==> config.mk <==
export PLATFORM = sky130hd
export DESIGN_NAME = id_number_check_and_age_gate_core
export DESIGN_NICKNAME = d
export VERILOG_FILES = /design/src/rtl/core/idck_pkg.sv /design/src/rtl/core/idck_age_cmp.sv /design/src/rtl/core/id_number_check_and_age_gate_core.sv
export SDC_FILE = /design/constraint.sdc
export NUM_CORES = 1
export LEC_CHECK = 0
export BUFFER_PORTS_ARGS = -buffer_cell sky130_fd_sc_hd__buf_2
export CORE_MARGIN = 4
export CORE_UTILIZATION = 62
export CTS_CLUSTER_DIAMETER = 60
export CTS_CLUSTER_SIZE = 30
export DETAILED_ROUTE_END_ITERATION = 12
export HOLD_SLACK_MARGIN = 0.02
export PLACE_DENSITY = 0.8
export SKIP_CTS_REPAIR_TIMING = 1
export SLEW_MARGIN = 25
export SYNTH_ARGS = -nofsm -noshare
export SYNTH_HDL_FRONTEND = slang
export SYNTH_SLANG_ARGS = --single-unit
==> constraint.sdc <==
create_clock -name clk -period 12.8 [get_ports clk]
set_input_delay 1.28 -clock clk [delete_from_list [all_inputs] [get_ports clk]]
set_output_delay 1.28 -clock clk [all_outputs]
set_load 0.02 [all_outputs]
==> src/rtl/core/idck_pkg.sv <==
// ----------------------------------------------------------------------------
// idck_pkg
// Shared widths, register indexes, tables and arithmetic helpers for the
// identity number check and age gate.
// ----------------------------------------------------------------------------
package idck_pkg;

	localparam int unsigned ID_LEN    = 18;
	localparam int unsigned BODY_LEN  = 17;
	localparam int unsigned ADULT_AGE = 18;

	localparam int unsigned CHAR_W      = 8;
	localparam int unsigned POS_W       = 5;
	localparam int unsigned SUM_W       = 4;
	localparam int unsigned DIGIT_W     = 4;
	localparam int unsigned YEAR_W      = 14;
	localparam int unsigned BMONTH_W    = 7;
	localparam int unsigned BDAY_W      = 7;
	localparam int unsigned TMONTH_W    = 4;
	localparam int unsigned TDAY_W      = 5;
	localparam int unsigned CFG_W       = 14;
	localparam int unsigned CFG_IDX_W   = 2;

	// Character positions of the birth date (YYYYMMDD).
	localparam logic [POS_W-1:0] POS_YEAR_FIRST  = 5'd6;
	localparam logic [POS_W-1:0] POS_YEAR_LAST   = 5'd9;
	localparam logic [POS_W-1:0] POS_MONTH_FIRST = 5'd10;
	localparam logic [POS_W-1:0] POS_MONTH_LAST  = 5'd11;
	localparam logic [POS_W-1:0] POS_DAY_FIRST   = 5'd12;
	localparam logic [POS_W-1:0] POS_DAY_LAST    = 5'd13;
	localparam logic [POS_W-1:0] POS_CHECK       = 5'd17;
	localparam logic [POS_W-1:0] POS_SATURATE    = 5'd18;

	localparam logic [CHAR_W-1:0] CHAR_ZERO = 8'h30;
	localparam logic [CHAR_W-1:0] CHAR_NINE = 8'h39;

	typedef enum logic [CFG_IDX_W-1:0] {
		CFG_TODAY_YEAR  = 2'd0,
		CFG_TODAY_MONTH = 2'd1,
		CFG_TODAY_DAY   = 2'd2
	} cfg_idx_t;

	typedef struct packed {
		logic [YEAR_W-1:0]   year;
		logic [BMONTH_W-1:0] month;
		logic [BDAY_W-1:0]   day;
	} birth_date_t;

	typedef struct packed {
		logic [YEAR_W-1:0]   year;
		logic [TMONTH_W-1:0] month;
		logic [TDAY_W-1:0]   day;
	} today_t;

	// Weight of each body position; positions past the body weigh nothing.
	function automatic logic [3:0] weight(input logic [POS_W-1:0] pos);
		logic [3:0] w;
		case (pos)
			5'd0:    w = 4'd7;
			5'd1:    w = 4'd9;
			5'd2:    w = 4'd10;
			5'd3:    w = 4'd5;
			5'd4:    w = 4'd8;
			5'd5:    w = 4'd4;
			5'd6:    w = 4'd2;
			5'd7:    w = 4'd1;
			5'd8:    w = 4'd6;
			5'd9:    w = 4'd3;
			5'd10:   w = 4'd7;
			5'd11:   w = 4'd9;
			5'd12:   w = 4'd10;
			5'd13:   w = 4'd5;
			5'd14:   w = 4'd8;
			5'd15:   w = 4'd4;
			5'd16:   w = 4'd2;
			default: w = 4'd0;
		endcase
		return w;
	endfunction

	// Expected check character for a given sum.
	function automatic logic [CHAR_W-1:0] check_char(input logic [SUM_W-1:0] s);
		logic [CHAR_W-1:0] c;
		case (s)
			4'd0:    c = 8'h31; // '1'
			4'd1:    c = 8'h30; // '0'
			4'd2:    c = 8'h58; // 'X'
			4'd3:    c = 8'h39;
			4'd4:    c = 8'h38;
			4'd5:    c = 8'h37;
			4'd6:    c = 8'h36;
			4'd7:    c = 8'h35;
			4'd8:    c = 8'h34;
			4'd9:    c = 8'h33;
			4'd10:   c = 8'h32;
			default: c = 8'h00;
		endcase
		return c;
	endfunction

	// Remainder mod 11 of a value up to 100: the quotient is estimated by
	// multiplying by 93/1024, which is low by at most one, so a single
	// compare and subtract finishes the job.
	function automatic logic [SUM_W-1:0] mod11(input logic [6:0] x);
		logic [13:0] prod;
		logic [3:0]  q;
		logic [6:0]  r;
		prod = 14'(x) * 14'd93;
		q    = prod[13:10];
		r    = x - (7'(q) * 7'd11);
		if (r >= 7'd11) begin
			r = r - 7'd11;
		end
		return r[SUM_W-1:0];
	endfunction

endpackage

==> src/rtl/core/idck_age_cmp.sv <==
// ----------------------------------------------------------------------------
// idck_age_cmp
// Decides whether a holder born on the captured date is at least of age on
// today's date.
// ----------------------------------------------------------------------------
module idck_age_cmp (
	input  idck_pkg::today_t      today,
	input  idck_pkg::birth_date_t birth,
	output logic                  old_enough
);

	logic signed [idck_pkg::YEAR_W:0] years;
	logic [idck_pkg::BMONTH_W-1:0]     today_month_ext;
	logic [idck_pkg::BDAY_W-1:0]       today_day_ext;

	assign years = $signed({1'b0, today.year}) - $signed({1'b0, birth.year});
	assign today_month_ext = idck_pkg::BMONTH_W'(today.month);
	assign today_day_ext   = idck_pkg::BDAY_W'(today.day);

	// Whole years decide unless the difference is exactly the age limit;
	// then month, then day.
	always_comb begin
		priority if (years > (idck_pkg::YEAR_W+1)'(signed'(idck_pkg::ADULT_AGE))) begin
			old_enough = 1'b1;
		end else if (years < (idck_pkg::YEAR_W+1)'(signed'(idck_pkg::ADULT_AGE))) begin
			old_enough = 1'b0;
		end else if (today_month_ext > birth.month) begin
			old_enough = 1'b1;
		end else if (today_month_ext < birth.month) begin
			old_enough = 1'b0;
		end else begin
			old_enough = (today_day_ext >= birth.day);
		end
	end

endmodule

==> src/rtl/core/id_number_check_and_age_gate_core.sv <==
// ----------------------------------------------------------------------------
// id_number_check_and_age_gate_core
// Checks an 18-character identity number with a mod-11 check character and
// gates it on the holder being at least 18 by the configured date.
// ----------------------------------------------------------------------------
// Characters arrive one item per cycle on the id channel, the final one
// flagged by is_last. Each item is held in the input register, and the
// weighted sum, digit check and birth date capture are updated as it
// leaves, so a new character can be taken every cycle. Only the final
// character of a number produces a result item, written to the result
// register as that character leaves the input register. It sits there until
// taken, and the input side stalls only when a final character meets it.
// The date registers should be written only while no number is in progress.
module id_number_check_and_age_gate_core (
	input  logic                              clk,
	input  logic                              arst_n,
	input  logic                              cfg_we,
	input  logic [idck_pkg::CFG_IDX_W-1:0]    cfg_idx,
	input  logic [idck_pkg::CFG_W-1:0]        cfg_wdata,
	input  logic                              id_valid,
	output logic                              id_ready,
	input  logic [idck_pkg::CHAR_W-1:0]       id_char,
	input  logic                              is_last,
	output logic                              res_valid,
	input  logic                              res_ready,
	output logic                              accepted
);

	idck_pkg::today_t today_q;

	logic                          valid_s1;
	logic [idck_pkg::CHAR_W-1:0]   char_s1;
	logic                          last_s1;

	logic [idck_pkg::POS_W-1:0]    position_q;
	logic [idck_pkg::SUM_W-1:0]    sum_q;
	logic                          digits_valid_q;
	idck_pkg::birth_date_t         birth_q;

	logic                          res_valid_q;
	logic                          accepted_q;

	logic                          consume;
	logic                          in_body;
	logic                          is_digit;
	logic [idck_pkg::DIGIT_W-1:0]  digit;
	logic [6:0]                    prod;
	logic [6:0]                    sum_next_raw;
	logic [idck_pkg::SUM_W-1:0]    sum_next;
	logic [idck_pkg::YEAR_W-1:0]   year_next;
	logic [idck_pkg::BMONTH_W-1:0] month_next;
	logic [idck_pkg::BDAY_W-1:0]   day_next;
	logic                          old_enough;
	logic                          ok;

	// Configuration registers.
	always_ff @(posedge clk or negedge arst_n) begin
		if (!arst_n) begin
			today_q.year  <= '0;
			today_q.month <= idck_pkg::TMONTH_W'(1);
			today_q.day   <= idck_pkg::TDAY_W'(1);
		end else if (cfg_we) begin
			unique case (cfg_idx)
				idck_pkg::CFG_TODAY_YEAR:  today_q.year  <= cfg_wdata;
				idck_pkg::CFG_TODAY_MONTH: today_q.month <= cfg_wdata[idck_pkg::TMONTH_W-1:0];
				idck_pkg::CFG_TODAY_DAY:   today_q.day   <= cfg_wdata[idck_pkg::TDAY_W-1:0];
				default: ;
			endcase
		end
	end

	// A character leaves the input register unless it is a final one whose
	// result cannot yet be written.
	assign consume  = valid_s1 && (!last_s1 || !res_valid_q || res_ready);
	assign id_ready = !valid_s1 || consume;

	always_ff @(posedge clk or negedge arst_n) begin
		if (!arst_n) begin
			valid_s1 <= 1'b0;
		end else if (id_ready) begin
			valid_s1 <= id_valid;
		end
	end

	always_ff @(posedge clk) begin
		if (id_ready && id_valid) begin
			char_s1 <= id_char;
			last_s1 <= is_last;
		end
	end

	// Per-character update. A digit times a weight is at most 90, so the
	// product and the running sum both fit in seven bits.
	assign in_body  = position_q < idck_pkg::POS_W'(idck_pkg::BODY_LEN);
	assign is_digit = (char_s1 >= idck_pkg::CHAR_ZERO) && (char_s1 <= idck_pkg::CHAR_NINE);
	assign digit    = is_digit ? idck_pkg::DIGIT_W'(char_s1 - idck_pkg::CHAR_ZERO) : '0;
	assign prod     = 7'(digit) * 7'(idck_pkg::weight(position_q));
	assign sum_next_raw = 7'(sum_q) + prod;
	assign sum_next = idck_pkg::mod11(sum_next_raw);

	assign year_next  = (birth_q.year << 3) + (birth_q.year << 1)
		+ idck_pkg::YEAR_W'(digit);
	assign month_next = (birth_q.month << 3) + (birth_q.month << 1)
		+ idck_pkg::BMONTH_W'(digit);
	assign day_next   = (birth_q.day << 3) + (birth_q.day << 1)
		+ idck_pkg::BDAY_W'(digit);

	always_ff @(posedge clk or negedge arst_n) begin
		if (!arst_n) begin
			position_q     <= '0;
			sum_q          <= '0;
			digits_valid_q <= 1'b1;
			birth_q        <= '0;
		end else if (consume) begin
			if (last_s1) begin
				position_q     <= '0;
				sum_q          <= '0;
				digits_valid_q <= 1'b1;
				birth_q        <= '0;
			end else begin
				if (position_q < idck_pkg::POS_SATURATE) begin
					position_q <= position_q + 1'b1;
				end
				if (in_body) begin
					sum_q <= sum_next;
					if (!is_digit) begin
						digits_valid_q <= 1'b0;
					end
					if (position_q >= idck_pkg::POS_YEAR_FIRST
						&& position_q <= idck_pkg::POS_YEAR_LAST) begin
						birth_q.year <= year_next;
					end else if (position_q >= idck_pkg::POS_MONTH_FIRST
						&& position_q <= idck_pkg::POS_MONTH_LAST) begin
						birth_q.month <= month_next;
					end else if (position_q >= idck_pkg::POS_DAY_FIRST
						&& position_q <= idck_pkg::POS_DAY_LAST) begin
						birth_q.day <= day_next;
					end
				end
			end
		end
	end

	idck_age_cmp u_age_cmp (
		.today      (today_q),
		.birth      (birth_q),
		.old_enough (old_enough)
	);

	// A final character is not added to the running state but clears it, so
	// the verdict is taken from the registers as they stand.
	assign ok = (position_q == idck_pkg::POS_CHECK)
		&& digits_valid_q
		&& (char_s1 == idck_pkg::check_char(sum_q))
		&& old_enough;

	always_ff @(posedge clk or negedge arst_n) begin
		if (!arst_n) begin
			res_valid_q <= 1'b0;
		end else if (consume && last_s1) begin
			res_valid_q <= 1'b1;
		end else if (res_ready) begin
			res_valid_q <= 1'b0;
		end
	end

	always_ff @(posedge clk) begin
		if (consume && last_s1) begin
			accepted_q <= ok;
		end
	end

	assign res_valid = res_valid_q;
	assign accepted  = accepted_q;

endmodule
==> impl_metrics.toml, run 1 <==
[worst_setup_path]
path_class = "flop to flop"
crit_arrival_ps = 11120
cpMostUsedCell = "ha_1"
worstSetupEndpointType = "flop"
cp_max_fo = 9
worstPathBufferInverterCount = 6
cp_slowest_cell = "xnor2_1"
start_kind = "flop"
crit_family = "adder cells"
cp.required_ps = 13020
slowest_delay_ps = 610

[cells_and_area]
drive_above_1_share_pct = 11.7
final-instance-count-excl-fill = 962
layout.nets = 1006
area_growth_pct = 8.05
layout_common_cells = "ha_1, inv_1, dfrtp_1"
final_common_cell = "ha_1"
diodes = 0

[timing]
relSlewSlack_pct = 46.3
fin_crit_sh_pct = 85.2
period_needed_ps = 10900
setup_viol = 0
slew_viol_final = 0
fmaxAchievable_mhz = 91.7
setup_ws_ps = 1900
finalHoldViolCount = 0
rsz0062_at_grt = "no"
fin_setup_tns_ps = 0
fin_skew_ps = 7.67
tightest_slew_ps = 805

[status]
status = "complete, no violations"

[clock_tree]
cts_buffers = 9
cts_sinks = 73
cts_buffer_depth = 2
cts_root_buf = "clkbuf_16"
clkTransAtPathRegs_ps = 60
cts_tree = "built"
htree_levels = 3
clock_latency_ps = 340

[synthesis]
synth-edff-count = 10
synthArstFlopShare_pct = 86.3
synth_seq_area_share_pct = 25.4
ys_types = 72
synth_seq_cells = 73
synth_area_leaders = "ha_1, dfrtp_1, fa_1"
yosysTopAreaCell = "ha_1"
yosys_warnings = 0
syn_area_per_cell_sq_um = 9.43
synth_cells = 785
ys.flop_type = "dfrtp_1"
synth_top_area_share_pct = 22.7
netlist_area_sq_mm = 0.00740
synth_nets = 977

[pwr]
vdd_ir_drop_max_uv = 126
leakage_nw = 4.07
powerDensity_mw_per_mm2 = 146

[route]
firstDrtPassIters = 5
totalWireLength_mm = 15.8
drt_first_iter_violations = 402
num_vias = 5788
ant_nets = 0
drc_errors = 0
vias_per_cell = 6.02
routedWlPerCell_microns = 16.4

[placement]
gp_congestion = 0.843
dp_hpwl_mm = 12.5
dp.cells = 946
place_ws_ps = 1920
port_buffers = 32

[floorplanning]
rows = 39
start_util_pct = 64.0
dieWidth_microns = 117
ioPinCount = 33
fp.coreArea_sq_mm = 0.0116
die-area_sq_mm = 0.0137
die_h_microns = 117

[global_routing]
grt_pass1_vias = 6032
grt_pass1_wl_mm = 27.5
antenna_found_initial = 0
grt_overflow = 0
grt_max_degree = 64
grt.total_usage_pct = 25.0

[hold_path]
min_path_type = "flop to flop"

[run]
cap_violations = 0
-- report_power, final --
group          internal [mW]  switching, mW  leakage, nW
Sequential             0.262         0.0325        0.912
Combinational          0.268          0.352         3.02
Clock                  0.150          0.102        0.135
Total                  0.680          0.486         4.07
-- registers in the layout (all words and copies together), names as in the netlist --
name            count
sum_q               4
position_q          5
accepted            1
digits_valid_q      1
birth_q            28
res_valid           1
valid_s1            1
today_q            23
last_s1             1
char_s1             8
-- tightest hold or removal path, cell delays in order (launching register included) --
cell     delay (ps)
dfrtp_1         340
nand2_1          50
o21ai_0          60
-- cell families (layout without fill, tap and decap cells) --
family	Yosys count	count (layout)	synth area share, %
and+or+nand+nor	187	187	12.6
AOI/OAI and AO/OA	170	170	15.2
adders and majority gates	162	162	30.2
buffers and inverters	116	150	6.07
DFF	73	73	25.4
xor gates and xnor gates	48	48	6.10
muxes	29	29	4.38
-- stage by stage --
step	total power [mW]	instance area [sq um]	hold WS, ps	util (%)
6_report	1.17	8000	481	69.1
3_3_place_gp	0.866	7690	470	66.5
3_5_place_dp	0.915	7690	475	66.5
2_1_floorplan	0.771	7400	450	-
5_1_grt	1.27	8000	522	69.1
4_1_cts	1.17	7990	488	69.0
-- synthesized netlist by cell type (3+ instances only) --
cell type  number
xor2_1         18
or3_1           4
dfstp_2         3
a22o_1          3
nor3b_1         4
inv_1          97
and2_1          5
a41oi_1         3
fa_1           28
nand2_1        40
and3_1          5
xnor2_1        27
mux2i_1         4
edfxtp_1       10
o21ai_0        44
clkbuf_1       12
nand3_1        21
a211oi_1        4
nor2b_1         5
or2_2           5
nand3b_1        6
a21o_1         16
nor2_1         48
nor3_1         17
o2111ai_1       3
a211o_1         4
o21bai_1        6
dfrtp_1        60
nand2b_1       14
o21a_1          7
nand4_1         3
mux2_2         24
ha_1          134
o31ai_1        11
a21oi_1        42
-- worst paths after layout --
| kind | end | start | cells after the start | slack [ps] |
|---|---|---|---|---|
| worst min register to register | birth_q[27] | birth_q[27] | 2 | 480 |
| worst min-delay path | birth_q[27] | birth_q[27] | 2 | 480 |
| worst max-delay path | sum_q[1] | position_q[1] | 39 | 1900 |
| min in group asynchronous | today_q[7] | arst_n | 2 | 1120 |
| worst max register to register | sum_q[1] | position_q[1] | 39 | 1900 |
| max in group asynchronous | birth_q[1] | arst_n | 2 | 11160 |
-- cell type report --
cell class | instances | area, sq um
clock buffers | 9 | 225
clock inverters | 7 | 70.1
fillers | 856 | 3570
repair buffers | 34 | 175
well taps | 143 | 179
flip-flops and latches | 73 | 1880
multi-input cells | 596 | 5080
inverters | 100 | 380
-- layer usage --
metal / vias up / part of all wire (%) / global-route usage (%)
met5: - / 0 / 0
met4: 0 / 2.4 / 8.94
met3: 39 / 2.8 / 2.52
met2: 126 / 52 / 45.7
met1: 2793 / 43 / 30.6
li1: 2830 / - / -
Power figures use the tool's default switching activity.
==> run 2: changes to the inputs <==
clock period = 11.6 ns   (was 12.8 ns; I/O delays follow)
==> impl_metrics.toml, run 2 (synthesis gave the netlist of run 1 again) <==
[floorplanning]
dieWidth_microns = 117
fp.coreArea_sq_mm = 0.0116
die-area_sq_mm = 0.0137
ioPinCount = 33
start_util_pct = 64.0
die_h_microns = 117
rows = 39

[placement]
post_dp_cell_area_sq_mm = 0.00769
gp_congestion = 0.843
port_buffers = 32
dp_hpwl_mm = 12.4

[hold_path]
hold_path_depth = 2
min_to = "birth_q[27]"
holdCritStartpoint = "birth_q[27]"
min_path_type = "flop to flop"

[timing]
period_needed_ps = 10910
rsz0062_at_grt = "no"
slew_viol_final = 0
finalHoldViolCount = 0
fmaxAchievable_mhz = 91.7
relSlewSlack_pct = 45.7
setup_viol = 0
fin_crit_sh_pct = 94.0
tightest_slew_ps = 814
fin_skew_ps = 4.73
fin_setup_tns_ps = 0

[worst_setup_path]
reg2reg_from = "position_q[1]"
worstSetupEndpointType = "flop"
path_class = "flop to flop"
start_kind = "flop"
ff2ff_setup_slack_ps = 690
crit_arrival_ps = 11120
cpMostUsedCell = "ha_1"
slowest_delay_ps = 620
cp_slowest_cell = "xnor2_1"
rr_worst_depth = 39
r2r_end = "sum_q[1]"
cp.required_ps = 11810
cp_max_fo = 9

[status]
status = "complete, no violations"

[pwr]
swShare_pct = 41.1
pwr-share-clk_pct = 22.9
powerDensity_mw_per_mm2 = 163
p_sw_mw = 0.539
p_int_mw = 0.772
report.power.total_mw = 1.31
vdd_ir_drop_max_uv = 152
p_comb_share_pct = 52.3
leakage_nw = 4.09
p_seq_share_pct = 24.8

[cells_and_area]
layout_common_cells = "ha_1, inv_1, dfrtp_1"
n_fill_cell = 870
largest_reg_flops = 28
layout.nets = 1006
top_regs = "birth_q (28), today_q (23), char_s1 (8)"
drive_above_1_share_pct = 11.8
top_register = "birth_q"
ff_latch_area_sq_mm = 0.00188
diodes = 0
multi_input_area_sq_mm = 0.00508
final_common_cell = "ha_1"
area_growth_pct = 8.39
final_area_sq_mm = 0.00802

[global_routing]
grt_pass1_wl_mm = 27.2
grt_overflow = 0
grt_pass1_vias = 5934
grt_max_degree = 64
grt.total_usage_pct = 24.9
antenna_found_initial = 0

[route]
firstDrtPassIters = 5
totalWireLength_mm = 15.9
drt_first_iter_violations = 448
vias_per_cell = 6.01
drc_errors = 0
num_vias = 5780
routedWlPerCell_microns = 16.5
ant_nets = 0

[clock_tree]
cts_buffer_depth = 2
clock_latency_ps = 330
cts_buffers = 9
cts_tree = "built"
cts_root_buf = "clkbuf_16"
clkTransAtPathRegs_ps = 60
htree_levels = 3
cts_sinks = 73

[run]
cap_violations = 0
[run 2: cell count changes in the layout (fill, tap and decap cells not counted)]
cell and change:
bufinv_16 +1, clkinv_1 -1, clkinv_2 +1, clkinv_4 +2
clkinvlp_4 -2, inv_6 -1
[run 2: through the flow]
step / worst slack, ps / utilization [%] / instances / hold WS [ps]
2_1_floorplan: 1520 / - / 785 / 450
3_3_place_gp: 1120 / 66.5 / 946 / 470
3_5_place_dp: 765 / 66.5 / 946 / 474
4_1_cts: 745 / 69.3 / 962 / 487
5_1_grt: 84.9 / 69.3 / 962 / 511
6_report: 694 / 69.3 / 962 / 488
[run 2: final cells by class]
cell class	instances	area share [%]
clock buffers	9	2.81
inverters	100	4.74
flip-flops and latches	73	23.4
clock inverters	7	1.19
well taps	143	2.23
multi-input cells	596	63.4
repair buffers	34	2.18
[run 2: metal layers]
metal  share of wire (%)  vias to the layer above  global-route usage, %  wire length [microns]
met2                  52                      141                   45.7                   8220
met3                 3.8                       30                   3.65                    610
li1                    -                     2821                      -                      -
met5                   0                        -                      0                      0
met1                  42                     2788                   30.0                   6730
met4                 1.9                        0                   7.19                    296
[run 2: how the worst max path moves through the flow]
| stage | startpoint | end | slack (ps) | cells after the start |
|---|---|---|---|---|
| finish | position_q[1] | sum_q[1] | 690 | 39 |
| global route | position_q[1] | sum_q[1] | 80 | 41 |
| CTS | position_q[1] | sum_q[1] | 750 | 39 |
| detailed placement | position_q[1] | sum_q[1] | 770 | 39 |
| global placement | position_q[0] | sum_q[1] | 1120 | 39 |
| floorplan | position_q[0] | sum_q[1] | 1520 | 42 |
[run 2: critical path: cells and delay by family (launching register included)]
family                   cells  cell delay, ps
flip-flops                   1             520
AND/OR/NAND/NOR              3             760
adder cells (fa/ha/maj)     14            5550
XOR/XNOR                     5            1410
buffers and inverters        6             450
AO/OA/AOI/OAI               11            2080
[run 2: power groups by stage]
stage               combinational [mW]  sequential (mW)  clock (mW)
floorplan                        0.542            0.309           0
global placement                 0.630            0.326           0
detailed placement               0.678            0.328           0
CTS                              0.684            0.324       0.303
global route                     0.778            0.329       0.316
finish                           0.686            0.325       0.300
==> run 3: changes to the inputs <==
GPL_TIMING_DRIVEN = 0   (was not set)
MAX_ROUTING_LAYER = met4   (was not set)
==> impl_metrics.toml, run 3 (synthesis gave the netlist of run 1 again) <==
[status]
status = "complete, no violations"

[worst_setup_path]
crit_arrival_ps = 11200
ff2ff_setup_slack_ps = 630
start_kind = "flop"
cpMostUsedCell = "ha_1"
r2r_end = "sum_q[1]"
cp_max_fo = 8
crit_family = "adder cells"
path_class = "flop to flop"
worstSetupEndpointType = "flop"
rr_worst_depth = 42
cp.required_ps = 11830
reg2reg_from = "position_q[0]"
slowest_delay_ps = 530
cp_slowest_cell = "fa_1"
worstPathBufferInverterCount = 6

[route]
firstDrtPassIters = 5
drt-met1-wl_mm = 7.03
num_vias = 5939
top_layer = "met4"
drc_errors = 0
vias_per_cell = 6.08
ant_nets = 0
wl_met2_mm = 8.70
wl_met3_microns = 701
totalWireLength_mm = 16.9
drt_first_iter_violations = 452
routedWlPerCell_microns = 17.3

[clock_tree]
cts_buffer_depth = 2
cts_buffers = 9
clock_latency_ps = 350
cts_sinks = 73
cts_root_buf = "clkbuf_16"
clkTransAtPathRegs_ps = 70
htree_levels = 3
cts_tree = "built"

[global_routing]
grt_overflow = 0
antenna_found_initial = 0
grt_pass1_wl_mm = 28.9
grt_max_degree = 41
grt_pass1_vias = 6277
grt.total_usage_pct = 27.2

[pwr]
vdd_ir_drop_max_uv = 130
powerDensity_mw_per_mm2 = 160
leakage_nw = 4.11

[timing]
tightest_slew_ps = 854
fmaxAchievable_mhz = 91.1
finalHoldViolCount = 0
fin_skew_ps = 14.6
setup_viol = 0
relSlewSlack_pct = 43.0
slew_viol_final = 0
period_needed_ps = 10970
fin_setup_tns_ps = 0
hold_slack_ps = 491
fin_crit_sh_pct = 94.6
setup_ws_ps = 628

[floorplanning]
die_h_microns = 117
fp.coreArea_sq_mm = 0.0116
dieWidth_microns = 117
ioPinCount = 33
die-area_sq_mm = 0.0137
start_util_pct = 64.0
rows = 39

[cells_and_area]
largest_reg_flops = 28
diodes = 0
drive_above_1_share_pct = 12.0
layout.nets = 1021
top_register = "birth_q"
layout_common_cells = "ha_1, inv_1, dfrtp_1"
final_common_cell = "ha_1"
n_fill_cell = 879
fin_util_pct = 69.8
top_regs = "birth_q (28), today_q (23), char_s1 (8)"
area_growth_pct = 9.11

[placement]
port_buffers = 32
dp_hpwl_mm = 13.4
gp_congestion = 0.898
place_ws_ps = 374

[hold_path]
holdCritStartpoint = "digits_valid_q"
hold_path_depth = 2
min_to = "digits_valid_q"
min_path_type = "flop to flop"

[run]
cap_violations = 0
==> run 3: changes by cell type in the layout (fill, tap and decap cells not counted), sizes merged <==
cell / before / now
clkbuf: 9 / 22
buf: 34 / 37
clkinv: 5 / 3
bufinv: 2 / 1
clkinvlp: 1 / 2
inv: 99 / 100
==> run 3: where the power goes <==
part | switching, mW | internal (mW) | total, mW
clock network | 0.115 | 0.167 | 0.283
registers | 0.0236 | 0.289 | 0.313
logic | 0.401 | 0.299 | 0.700
==> run 3: area by class of cell <==
| class | count | area, sq um | share of cell area, % |
|---|---|---|---|
| inverters | 100 | 380 | 4.71 |
| plain buffers | 16 | 68.8 | 0.852 |
| flip-flops and latches | 73 | 1880 | 23.3 |
| repair buffers | 33 | 183 | 2.26 |
| clock inverters | 6 | 67.6 | 0.837 |
| multi-input cells | 596 | 5080 | 63.0 |
| clock buffers | 10 | 229 | 2.84 |
| well taps | 143 | 179 | 2.22 |
==> run 3: through the flow <==
stage,std cells,total power [mW],cell area [sq um]
after floorplan,785,0.850,7400
after global routing,977,1.42,8070
final,977,1.30,8070
after detailed placement,961,1.01,7760
after CTS,977,1.29,8060
after global placement,960,0.961,7740
==> run 3: per-layer routing <==
layer	GRT usage [%]	vias to the layer above
met5	-	-
met4	9.86	0
met3	3.91	50
met2	47.8	165
met1	31.7	2878
li1	-	2846
==> run 3: worst max path at each step <==
stage                        from       end  slack (ps)  depth (start not counted)
global route        position_q[0]  sum_q[1]         -30                         42
CTS                 position_q[1]  sum_q[1]         310                         39
finish              position_q[0]  sum_q[1]         630                         42
detailed placement  position_q[1]  sum_q[1]         370                         39
floorplan           position_q[0]  sum_q[1]        1520                         42
global placement    position_q[0]  sum_q[1]         710                         40
==> run 3: worst register-to-register path, delay by kind of cell, from the launching register on <==
kind,cells,cell delay (ps)
AND/OR/NAND/NOR,5,1000
buffers and inverters,6,720
XOR/XNOR,5,1120
flip-flops,1,410
adder cells (fa/ha/maj),13,5180
AO/OA/AOI/OAI,13,2410
